--- config.mk ---
export PLATFORM = sky130hd
export DESIGN_NAME = longest_subarray_with_sum_k
export DESIGN_NICKNAME = d
export VERILOG_FILES = /design/src/rtl/core/lssk_pkg.sv /design/src/rtl/core/lssk_ram.sv /design/src/rtl/core/lssk_ctrl.sv /design/src/rtl/core/lssk_dp.sv /design/src/rtl/core/longest_subarray_with_sum_k.sv
export SDC_FILE = /design/constraint.sdc
export NUM_CORES = 2
export LEC_CHECK = 0
export BUFFER_PORTS_ARGS = -buffer_cell sky130_fd_sc_hd__buf_2
export CAP_MARGIN = 10
export CORE_ASPECT_RATIO = 0.7
export CORE_MARGIN = 2
export CORE_UTILIZATION = 40
export DETAILED_ROUTE_END_ITERATION = 12
export SLEW_MARGIN = 20
export SYNTH_ARGS = -nofsm -noshare
export SYNTH_HDL_FRONTEND = slang
export SYNTH_SLANG_ARGS = --single-unit
--- constraint.sdc ---
create_clock -name clk -period 5.7 [get_ports clk]
set_input_delay 0.57 -clock clk [delete_from_list [all_inputs] [get_ports clk]]
set_output_delay 0.57 -clock clk [all_outputs]
set_load 0.005 [all_outputs]
--- src/rtl/core/lssk_pkg.sv ---
package lssk_pkg;

    // Fixed field widths of the words on the ports.
    localparam int ELEMENT_BITS = 16;
    localparam int TARGET_BITS  = 23;
    localparam int START_BITS   = 7;
    localparam int END_BITS     = 7;
    localparam int LENGTH_BITS  = 8;

    localparam int DEF_MAX_ELEMENTS = 128;

    typedef struct packed {
        logic signed [ELEMENT_BITS-1:0] element_value;
        logic                           last_element;
    } elem_word_t;

    typedef struct packed {
        logic                   found;
        logic [START_BITS-1:0]  start_index;
        logic [END_BITS-1:0]    end_index;
        logic [LENGTH_BITS-1:0] match_length;
    } res_word_t;

    typedef enum logic [2:0] {
        ST_IDLE,
        ST_NEED,
        ST_SEARCH,
        ST_UPDATE,
        ST_FINISH
    } state_t;

    // Commands from the controller to the datapath.
    typedef struct packed {
        logic accept;
        logic load_need;
        logic search;
        logic update;
        logic emit;
    } cmd_t;

    // Status from the datapath to the controller.
    typedef struct packed {
        logic full;
        logic last;
        logic search_done;
        logic out_busy;
    } status_t;

endpackage

--- src/rtl/core/lssk_ram.sv ---
module lssk_ram #(
    parameter int WIDTH = 8,
    parameter int DEPTH = 16
) (
    input  logic                     clk,
    input  logic                     wr_en,
    input  logic [$clog2(DEPTH)-1:0] wr_addr,
    input  logic [WIDTH-1:0]         wr_data,
    input  logic                     rd_en,
    input  logic [$clog2(DEPTH)-1:0] rd_addr,
    output logic [WIDTH-1:0]         rd_data
);

    logic [WIDTH-1:0] mem [DEPTH];

    always_ff @(posedge clk)
    begin
        if (wr_en)
        begin
            mem[wr_addr] <= wr_data;
        end
        if (rd_en)
        begin
            rd_data <= mem[rd_addr];
        end
    end

endmodule

--- src/rtl/core/lssk_ctrl.sv ---
module lssk_ctrl
    import lssk_pkg::*;
(
    input  logic    clk,
    input  logic    rst_n,
    input  logic    elem_valid,
    output logic    elem_ready,
    input  status_t status,
    output cmd_t    cmd
);

    state_t state_reg;
    state_t state_next;

    always_ff @(posedge clk or negedge rst_n)
    begin
        if (!rst_n)
        begin
            state_reg <= ST_IDLE;
        end
        else
        begin
            state_reg <= state_next;
        end
    end

    always_comb
    begin
        state_next = state_reg;
        unique case (state_reg)
            ST_IDLE:
            begin
                if (elem_valid)
                begin
                    state_next = ST_NEED;
                end
            end
            ST_NEED:
            begin
                // An element beyond the capacity is dropped, but its flag still counts.
                priority if (!status.full)
                begin
                    state_next = ST_SEARCH;
                end
                else if (status.last)
                begin
                    state_next = ST_FINISH;
                end
                else
                begin
                    state_next = ST_IDLE;
                end
            end
            ST_SEARCH:
            begin
                if (status.search_done)
                begin
                    state_next = ST_UPDATE;
                end
            end
            ST_UPDATE:
            begin
                state_next = status.last ? ST_FINISH : ST_IDLE;
            end
            ST_FINISH:
            begin
                if (!status.out_busy)
                begin
                    state_next = ST_IDLE;
                end
            end
            default:
            begin
                state_next = ST_IDLE;
            end
        endcase
    end

    always_comb
    begin
        cmd        = '0;
        elem_ready = 1'b0;
        unique case (state_reg)
            ST_IDLE:
            begin
                elem_ready = 1'b1;
                cmd.accept = elem_valid;
            end
            ST_NEED:
            begin
                cmd.load_need = 1'b1;
            end
            ST_SEARCH:
            begin
                cmd.search = 1'b1;
            end
            ST_UPDATE:
            begin
                cmd.update = 1'b1;
            end
            ST_FINISH:
            begin
                cmd.emit = !status.out_busy;
            end
            default:
            begin
                cmd = '0;
            end
        endcase
    end

endmodule

--- src/rtl/core/lssk_dp.sv ---
module lssk_dp
    import lssk_pkg::*;
#(
    parameter int MAX_ELEMENTS = DEF_MAX_ELEMENTS
) (
    input  logic                          clk,
    input  logic                          rst_n,
    input  logic                          cfg_valid,
    input  logic signed [TARGET_BITS-1:0] cfg_data,
    input  elem_word_t                    elem,
    output logic                          res_valid,
    input  logic                          res_ready,
    output res_word_t                     res,
    input  cmd_t                          cmd,
    output status_t                       status
);

    localparam int IDX_BITS    = $clog2(MAX_ELEMENTS);
    localparam int CNT_BITS    = $clog2(MAX_ELEMENTS + 1);
    localparam int PREFIX_BITS = ELEMENT_BITS + IDX_BITS;
    localparam int CMP_BITS    =
        ((PREFIX_BITS > TARGET_BITS) ? PREFIX_BITS : TARGET_BITS) + 1;

    logic signed [TARGET_BITS-1:0] target_reg;
    logic signed [PREFIX_BITS-1:0] prefix_reg;
    logic [CNT_BITS-1:0]           count_reg;
    logic                          last_reg;
    logic signed [CMP_BITS-1:0]    need_reg;
    logic [CNT_BITS-1:0]           srch_addr_reg;
    logic                          pend_reg;
    logic [IDX_BITS-1:0]           pend_addr_reg;
    logic                          hit_reg;
    logic [CNT_BITS-1:0]           from_reg;
    logic [IDX_BITS-1:0]           best_start_reg;
    logic [IDX_BITS-1:0]           best_end_reg;
    logic [CNT_BITS-1:0]           best_length_reg;
    logic                          res_valid_reg;
    res_word_t                     res_reg;

    logic [PREFIX_BITS-1:0]        rd_data;
    logic signed [CMP_BITS-1:0]    stored_ext;
    logic signed [CMP_BITS-1:0]    need_next;
    logic                          need_zero;
    logic                          match;
    logic                          issue;
    logic                          full;
    logic [CNT_BITS-1:0]           len;

    assign full = (count_reg == CNT_BITS'(MAX_ELEMENTS));

    // The difference is taken one bit wider than either operand, so it never wraps.
    assign need_next =
        {{(CMP_BITS-PREFIX_BITS){prefix_reg[PREFIX_BITS-1]}}, prefix_reg}
      - {{(CMP_BITS-TARGET_BITS){target_reg[TARGET_BITS-1]}}, target_reg};

    assign stored_ext = {{(CMP_BITS-PREFIX_BITS){rd_data[PREFIX_BITS-1]}}, rd_data};
    assign need_zero  = (need_reg == '0);
    assign match      = pend_reg && (stored_ext == need_reg);
    assign issue      = !need_zero && !match && (srch_addr_reg < count_reg);
    assign len        = count_reg + CNT_BITS'(1) - from_reg;

    assign status.full        = full;
    assign status.last        = last_reg;
    assign status.search_done = need_zero || match || (!pend_reg && (srch_addr_reg == count_reg));
    assign status.out_busy    = res_valid_reg && !res_ready;

    lssk_ram #(
        .WIDTH (PREFIX_BITS),
        .DEPTH (MAX_ELEMENTS)
    ) u_store (
        .clk     (clk),
        .wr_en   (cmd.update),
        .wr_addr (count_reg[IDX_BITS-1:0]),
        .wr_data (prefix_reg),
        .rd_en   (cmd.search && issue),
        .rd_addr (srch_addr_reg[IDX_BITS-1:0]),
        .rd_data (rd_data)
    );

    always_ff @(posedge clk or negedge rst_n)
    begin
        if (!rst_n)
        begin
            target_reg <= '0;
        end
        else if (cfg_valid)
        begin
            target_reg <= cfg_data;
        end
    end

    // Per-array state.
    always_ff @(posedge clk or negedge rst_n)
    begin
        if (!rst_n)
        begin
            prefix_reg      <= '0;
            count_reg       <= '0;
            best_start_reg  <= '0;
            best_end_reg    <= '0;
            best_length_reg <= '0;
        end
        else if (cmd.emit)
        begin
            prefix_reg      <= '0;
            count_reg       <= '0;
            best_start_reg  <= '0;
            best_end_reg    <= '0;
            best_length_reg <= '0;
        end
        else if (cmd.accept && !full)
        begin
            prefix_reg <= prefix_reg
                        + {{(PREFIX_BITS-ELEMENT_BITS){elem.element_value[ELEMENT_BITS-1]}},
                           elem.element_value};
        end
        else if (cmd.update)
        begin
            count_reg <= count_reg + CNT_BITS'(1);
            // Strictly longer only, so a tie keeps the earlier subarray.
            if (hit_reg && (len > best_length_reg))
            begin
                best_start_reg  <= from_reg[IDX_BITS-1:0];
                best_end_reg    <= count_reg[IDX_BITS-1:0];
                best_length_reg <= len;
            end
        end
    end

    always_ff @(posedge clk or negedge rst_n)
    begin
        if (!rst_n)
        begin
            last_reg <= 1'b0;
            pend_reg <= 1'b0;
            hit_reg  <= 1'b0;
        end
        else
        begin
            if (cmd.accept)
            begin
                last_reg <= elem.last_element;
            end
            if (cmd.load_need)
            begin
                pend_reg <= 1'b0;
                hit_reg  <= 1'b0;
            end
            else if (cmd.search)
            begin
                pend_reg <= issue;
                if (need_zero || match)
                begin
                    hit_reg <= 1'b1;
                end
            end
        end
    end

    // Search datapath: one read issued per cycle, compared when its data returns.
    always_ff @(posedge clk)
    begin
        if (cmd.load_need)
        begin
            need_reg      <= need_next;
            srch_addr_reg <= '0;
            from_reg      <= '0;
        end
        else if (cmd.search)
        begin
            pend_addr_reg <= srch_addr_reg[IDX_BITS-1:0];
            if (issue)
            begin
                srch_addr_reg <= srch_addr_reg + CNT_BITS'(1);
            end
            priority if (need_zero)
            begin
                from_reg <= '0;
            end
            else if (match)
            begin
                from_reg <= CNT_BITS'(pend_addr_reg) + CNT_BITS'(1);
            end
        end
    end

    always_ff @(posedge clk or negedge rst_n)
    begin
        if (!rst_n)
        begin
            res_valid_reg <= 1'b0;
        end
        else if (cmd.emit)
        begin
            res_valid_reg <= 1'b1;
        end
        else if (res_ready)
        begin
            res_valid_reg <= 1'b0;
        end
    end

    always_ff @(posedge clk)
    begin
        if (cmd.emit)
        begin
            res_reg.found        <= (best_length_reg != '0);
            res_reg.start_index  <= START_BITS'(best_start_reg);
            res_reg.end_index    <= END_BITS'(best_end_reg);
            res_reg.match_length <= LENGTH_BITS'(best_length_reg);
        end
    end

    assign res_valid = res_valid_reg;
    assign res       = res_reg;

endmodule

--- src/rtl/core/longest_subarray_with_sum_k.sv ---
// Longest subarray whose elements sum to a programmable target.
// Elements enter one word at a time on the elem channel (valid/ready); the
// word marked last_element ends the array. One result word leaves on the res
// channel (valid/ready) for each array: found, start and end index, length.
// The target is written on the cfg channel, which is always ready; write it
// only while the block is idle. Reset sets the target to zero and clears the
// array state.
// An element with index i is handled in steps: it is accepted, the needed
// prefix is formed, the prefix store is scanned through the single read port
// one stored prefix per cycle (i reads, each compared once its registered data
// returns, ending early on the first hit), and the new prefix is written. A
// last element then waits until the result register is free and loads it.
// The result register lets a new array start while a result is pending; only
// the next last element waits until the receiver has taken that result.
// Elements beyond MAX_ELEMENTS are dropped, but their last flag is honored.
module longest_subarray_with_sum_k
    import lssk_pkg::*;
#(
    parameter int MAX_ELEMENTS = DEF_MAX_ELEMENTS
) (
    input  logic                          clk,
    input  logic                          rst_n,
    input  logic                          cfg_valid,
    output logic                          cfg_ready,
    input  logic signed [TARGET_BITS-1:0] cfg_data,
    input  logic                          elem_valid,
    output logic                          elem_ready,
    input  elem_word_t                    elem,
    output logic                          res_valid,
    input  logic                          res_ready,
    output res_word_t                     res
);

    cmd_t    cmd;
    status_t status;

    assign cfg_ready = 1'b1;

    lssk_ctrl u_ctrl (
        .clk        (clk),
        .rst_n      (rst_n),
        .elem_valid (elem_valid),
        .elem_ready (elem_ready),
        .status     (status),
        .cmd        (cmd)
    );

    lssk_dp #(
        .MAX_ELEMENTS (MAX_ELEMENTS)
    ) u_dp (
        .clk       (clk),
        .rst_n     (rst_n),
        .cfg_valid (cfg_valid),
        .cfg_data  (cfg_data),
        .elem      (elem),
        .res_valid (res_valid),
        .res_ready (res_ready),
        .res       (res),
        .cmd       (cmd),
        .status    (status)
    );

endmodule

[After elaboration in Yosys (flattened, before gate mapping)]
Memories as Yosys holds them, arrays and structs flattened. A register that Yosys moved wholly into a read port is not among the register bits.
Cells that the tools add are included.
Storage, ports and cells
  RAM bits: 2944
  output and inout bits: 26
  memories: 1
  bits in registers: 153
  input bits: 45
  logic and storage cells: 113
Memories
  u_dp.u_store.mem: depth 128, bits a word 23, rd ports 1, clocked after Yosys merged registers in 1, write ports 1, line lssk_ram.sv:14  | logic [WIDTH-1:0] mem [DEPTH];
Cells by class
  muxes and demuxes: 40
  $add $sub $neg: 6
  bitwise logic cells: 1
  reductions and logical operators: 33
  magnitude comparators: 2
  equal/unequal tests: 11
Operators by type and width (count)
  $mux W8: 9
  $mux W7: 8
  $mux W23: 2
  $eq A23 B24 Y1: 1
  $logic_not A24 Y1: 1
  $sub A23 B23 Y24: 1
  $add A23 B23 Y23: 1
  $add A8 B1 Y8 const B: 2
  $mux W1: 15
  $mux W3: 5
  $pmux W3 S5: 1
  $reduce_bool A2 Y1: 7
  $reduce_and A2 Y1: 5
  $add A7 B1 Y8 const B: 1
  $eq A8 B8 Y1: 1
  $eq A8 B8 Y1 const B: 1
  $gt A8 B8 Y1: 1
  $logic_and A1 B1 Y1: 8
  $lt A8 B8 Y1: 1
  $ne A2 B2 Y1 const B: 4
  $reduce_bool A8 Y1: 1
  $sub A8 B8 Y8: 1
  $eq A3 B2 Y1 const B: 2
  $logic_not A1 Y1: 6
  other kinds (6): 8

[Depth between registers and ports, before layout]
  depth in word-level cells: 8
  mapped depth: 19

[Hierarchy]
From an unflattened synthesis, not the netlist that was laid out.
Second synthesis, totals
  cell total of the unflattened synthesis: 5289
  area, all modules: 121908.2 µm²
Modules (own cells, without submodules)
  lssk_ram: instances 1, area an instance 112804.4 µm², seq. area each 89095.4 µm², cells an instance 4356
  lssk_dp: instances 1, area an instance 8886.0 µm², seq. area each 3943.8 µm², cells an instance 911
  lssk_ctrl: instances 1, area an instance 206.4 µm², seq. area each 75.1 µm², cells an instance 20
  longest_subarray_with_sum_k: instances 1, area an instance 11.3 µm², seq. area each 0.0 µm², cells an instance 2

[Worst setup path before layout]
Ideal clock, no wire load.
  path type: register -> register
  start: register u_dp.prefix_reg[2]
  end: register u_dp.need_reg[22] (data pin)
  cell stages (with the launch flop): 10
  setup time: 262 ps
  data arrival time: 4125 ps
  path slack: 1313 ps
  required time: 5438 ps
  path buffers: 0
  cells stage by stage: dfrtp_1 -> ha_1 -> nor2b_1 -> o31a_1 -> o21ai_0 -> o211a_1 -> nor3_1 -> a2111oi_0 -> a21oi_1 -> xor2_1
On the way
  word-level cells in the longest chain between the ends: 1
RTL lines
  start, declared: line lssk_dp.sv:25  | logic signed [PREFIX_BITS-1:0] prefix_reg;
  start signal, assigned: line lssk_dp.sv:113  | prefix_reg <= prefix_reg
  $sub A23 B23 Y24: line lssk_dp.sv:54  | - {{(CMP_BITS-TARGET_BITS){target_reg[TARGET_BITS-1]}}, target_reg};
  net u_dp.need_next[22]: line lssk_dp.sv:42  | logic signed [CMP_BITS-1:0] need_next;
  end signal, assigned: line lssk_dp.sv:165  | need_reg <= need_next;
  end, declared: line lssk_dp.sv:28  | logic signed [CMP_BITS-1:0] need_reg;
The timed path passes the listed nets, and every way through them passes these cells.
A chain may end at the register's enable or synchronous reset.

[Worst setup path after layout]
  start: register u_dp.srch_addr_reg[0]
  end: register u_dp.u_store.rd_data[11] (read register of u_dp.u_store.mem) (data pin)
On the way
  word-level cells in the longest chain between the ends: 3
RTL lines
  start, declared: line lssk_dp.sv:29  | logic [CNT_BITS-1:0] srch_addr_reg;
  start signal, assigned: line lssk_dp.sv:174  | srch_addr_reg <= srch_addr_reg + CNT_BITS'(1);
  $lt A8 B8 Y1: line lssk_dp.sv:59  | assign issue = !need_zero && !match && (srch_addr_reg < count_reg);
  $logic_and A1 B1 Y1: line lssk_dp.sv:59
  $logic_and A1 B1 Y1: line lssk_dp.sv:75  | .rd_en (cmd.search && issue),
  end, declared: line lssk_ram.sv:11  | output logic [WIDTH-1:0] rd_data
Parallel ways exist; a longest one is shown, timed or not.

==> key figures <==
Status
  – Status: completed

Timing
  – Final Max Slew Viols: 0
  – Rel. slew slack: 0.201
  – Fin crit share: 0.792
  – Worst-Margin Slew: 1200 ps
  – Hold Fails Final Rpt: 0
  – Setup TNS: 0 ps
  – Final setup fails: 0
  – Tmin final: 4510 ps
  – Clk_skew: 33.7 ps
  – FMAX: 0.222 GHz
  – RSZ-0062 raised after global routing: false

Setup path
  – Worst path required time: 6300 ps
  – CP peak stage delay: 1020 ps
  – Arrival time at the worst endpoint: 5120 ps
  – Critical R2R Capture: u_dp.u_store.rd_data[11]
  – Worst r2r path cells: 7
  – Reg-to-reg slack, setup: 1190 ps
  – Startpoint types: flip-flop
  – CP Max Fanout: 41
  – Worst reg2reg startpoint: u_dp.srch_addr_reg[0]
  – Crit end category: flip-flop
  – CP Cell Sequence: buf_12 -> mux4_2 -> mux4_2 -> nor2b_1 -> a211oi_1 -> a21oi_1 -> mux2_2
  – CP max stage cell: dfxtp_4
  – Worst path bufs/invs: 1
  – CP most frequent cell: mux4_2
  – Cell family with most CP delay: multiplexers
  – Crit path kind: flip-flop to flip-flop

Detailed routing
  – Final WL: 323000 um
  – Vias per cell: 5.93
  – Via count: 58400
  – Pre-Repair DR Iteration Count: 6
  – Residual DRC count: 0
  – Drt wl/cell: 32.8 um
  – Initial DRC Count: 8889
  – DRT antenna net count: 0

Finish
  – Layout cells sized above 1: 0.314
  – Nets@finish: 5748
  – Final std cells w/o fill: 9861
  – Largest register FFs: 2944
  – Most used cells in the layout excluding fill and tap cells: 3021 x edfxtp_1, 962 x mux4_2, 302 x clkbuf_16
  – Fin area: 0.138 mm2
  – Most common cell after layout, fill and taps aside: edfxtp_1
  – Area growth from synthesis to layout: 13.5%

CTS
  – CTS tree: done
  – Resized cells post-CTS: 0
  – Hold_buf cts: 25
  – CTS Buf Count: 289
  – Max clock buf depth: 4
  – Clk sink count: 3120
  – H-tree levels: 5
  – Worst-skew pair later-pin latency: 850 ps
  – Post-CTS setup buffers: 0
  – CTS root buf: clkbuf_16
  – Clock-pin slew on the worst setup and hold paths: 70 ps

Synthesis
  – Yosys cell types: 57
  – Synth Warn #: 0
  – Dominant synthesized flop cell: edfxtp_1
  – FF+latch count, synth: 3120
  – Synth Net Count: 5398
  – EDFF count, synth: 3021
  – Sequential fraction of the synthesis area: 0.766
  – Synthesized area: 0.122 mm2
  – Cells after synthesis: 5278
  – Post-synth ARST share: 0.0266
  – Syn avg cell area: 23.0 um2

Floorplan
  – Chip height: 465 um
  – Total core area: 0.303 mm2
  – Initial Util: 0.402
  – Placement row count: 169
  – # IOs: 71
  – Die X: 663 um
  – DIE AREA: 0.308 mm2

GRT
  – Initial antenna violation count: 35
  – Tot GR Track Use: 0.207
  – Number of global-route vias before repair: 57600
  – Largest net degree at the start of global routing: 84
  – Overflow after GRT: 0
  – First-pass GRT wire length: 451000 um

Worst hold path
  – Hold Crit Depth: 3
  – Hold/Removal Path Class: input port to flip-flop
  – Hold Path Origin: res_ready
  – Min-Delay Endpoint: u_dp.res_valid

Pwr
  – Worst VDD drop: 0.000345 V
  – PD cells: 480 mW/mm2
  – P_leak: 42.4 nW

Placement
  – Gpl congestion: 0.822
  – Post-DP HPWL: 182000 um
  – DP Area: 0.129 mm2
  – Inst Count DP: 9321
  – I/O Buffers: 69

Flow run
  – Max_cap viols: 0
## cell families after synthesis
family / count (synthesis) / share of synthesized area
AND/OR/NAND/NOR: 439 / 0.0159
XOR/XNOR: 80 / 0.00576
buffers and inverters: 330 / 0.0111
multiplexers: 996 / 0.181
adder cells (fa/ha/maj): 75 / 0.00791
flip-flops: 3120 / 0.766
AO/OA/AOI/OAI: 237 / 0.0119
other: 1 / 0.0000309
## how the worst max path moves through the flow
stage,startpoint,endpoint,cells after the start
final,u_dp.srch_addr_reg[0],u_dp.u_store.rd_data[11],7
after global routing,u_dp.count_reg[1],u_dp.best_end_reg[5],17
after CTS,u_dp.srch_addr_reg[0],u_dp.u_store.rd_data[11],7
after detailed placement,u_dp.srch_addr_reg[0],u_dp.u_store.rd_data[11],7
after global placement,u_dp.srch_addr_reg[0],u_dp.u_store.rd_data[11],7
after floorplan,u_dp.prefix_reg[2],u_dp.need_reg[22],9
## cell type report
| type | instances | area (um2) |
|---|---|---|
| clock inverter | 135 | 1040 |
| inverter | 66 | 248 |
| multi-input combinational | 1828 | 27600 |
| clock buffer | 367 | 7820 |
| timing repair buffer | 323 | 3020 |
| fill | 24700 | 165000 |
| tap | 4018 | 5030 |
| sequential | 3120 | 93200 |
| antenna | 4 | 10.0 |
## worst min-delay path: stages
cell	delay, ps
buf_2	70
nand2b_1	150
nand2_1	70
## through the flow
step | setup WS (ps) | total power, mW | utilization | hold slack [ps]
finish | 1190 | 66.3 | 0.456 | 47.0
global route | 1020 | 68.7 | 0.456 | 57.0
CTS | 1070 | 66.7 | 0.455 | 4.31
detailed placement | 1090 | 48.1 | 0.425 | 437
global placement | 1090 | 47.8 | 0.425 | 440
floorplan | 1310 | 41.0 | - | 274
## synthesized netlist by cell type (all sizes together) (3+ instances only)
| library cell | n | share of area |
|---|---|---|
| nand2b | 15 | 0.00077 |
| o31a | 4 | 0.00029 |
| a21oi | 49 | 0.0020 |
| a21o | 20 | 0.0012 |
| or2 | 3 | 0.00015 |
| xor2 | 34 | 0.0025 |
| mux2i | 9 | 0.00074 |
| mux2 | 25 | 0.0023 |
| xnor2 | 46 | 0.0033 |
| nand4 | 13 | 0.00067 |
| buf | 106 | 0.0041 |
| o21bai | 6 | 0.00037 |
| nor3 | 20 | 0.00082 |
| or3 | 8 | 0.00041 |
| inv | 65 | 0.0020 |
| a211oi | 7 | 0.00043 |
| a31oi | 5 | 0.00026 |
| nand3 | 49 | 0.0020 |
| mux4 | 962 | 0.18 |
| dfrtp | 83 | 0.017 |
| o211ai | 6 | 0.00037 |
| o31ai | 14 | 0.00086 |
| dfxtp | 16 | 0.0026 |
| nand2 | 115 | 0.0036 |
| and3 | 7 | 0.00036 |
| nor2 | 178 | 0.0055 |
| nor2b | 12 | 0.00062 |
| edfxtp | 3021 | 0.75 |
| a2111oi | 4 | 0.00029 |
| o21a | 9 | 0.00056 |
| clkbuf | 158 | 0.0049 |
| o21ai | 97 | 0.0040 |
| and2 | 3 | 0.00015 |
| nor4 | 10 | 0.00051 |
| ha | 72 | 0.0074 |
| fa | 3 | 0.00049 |
## metal layers
metal  global-route usage  routed length [um]  vias to the layer above
met5                    0                 159                        -
met1                0.316              140000                    31900
met2                0.302              143000                     3010
li1                     -                   -                    23100
met4               0.0388                5530                       18
met3               0.0525               34800                      371
## power by group
part / switching (mW) / total (mW) / leakage, nW / internal [mW]
Sequential: 2.18 / 31.0 / 28.6 / 28.8
Clock: 8.32 / 18.7 / 4.35 / 10.4
Combinational: 9.66 / 16.6 / 9.41 / 6.96
(Power assumes the default switching activity.)
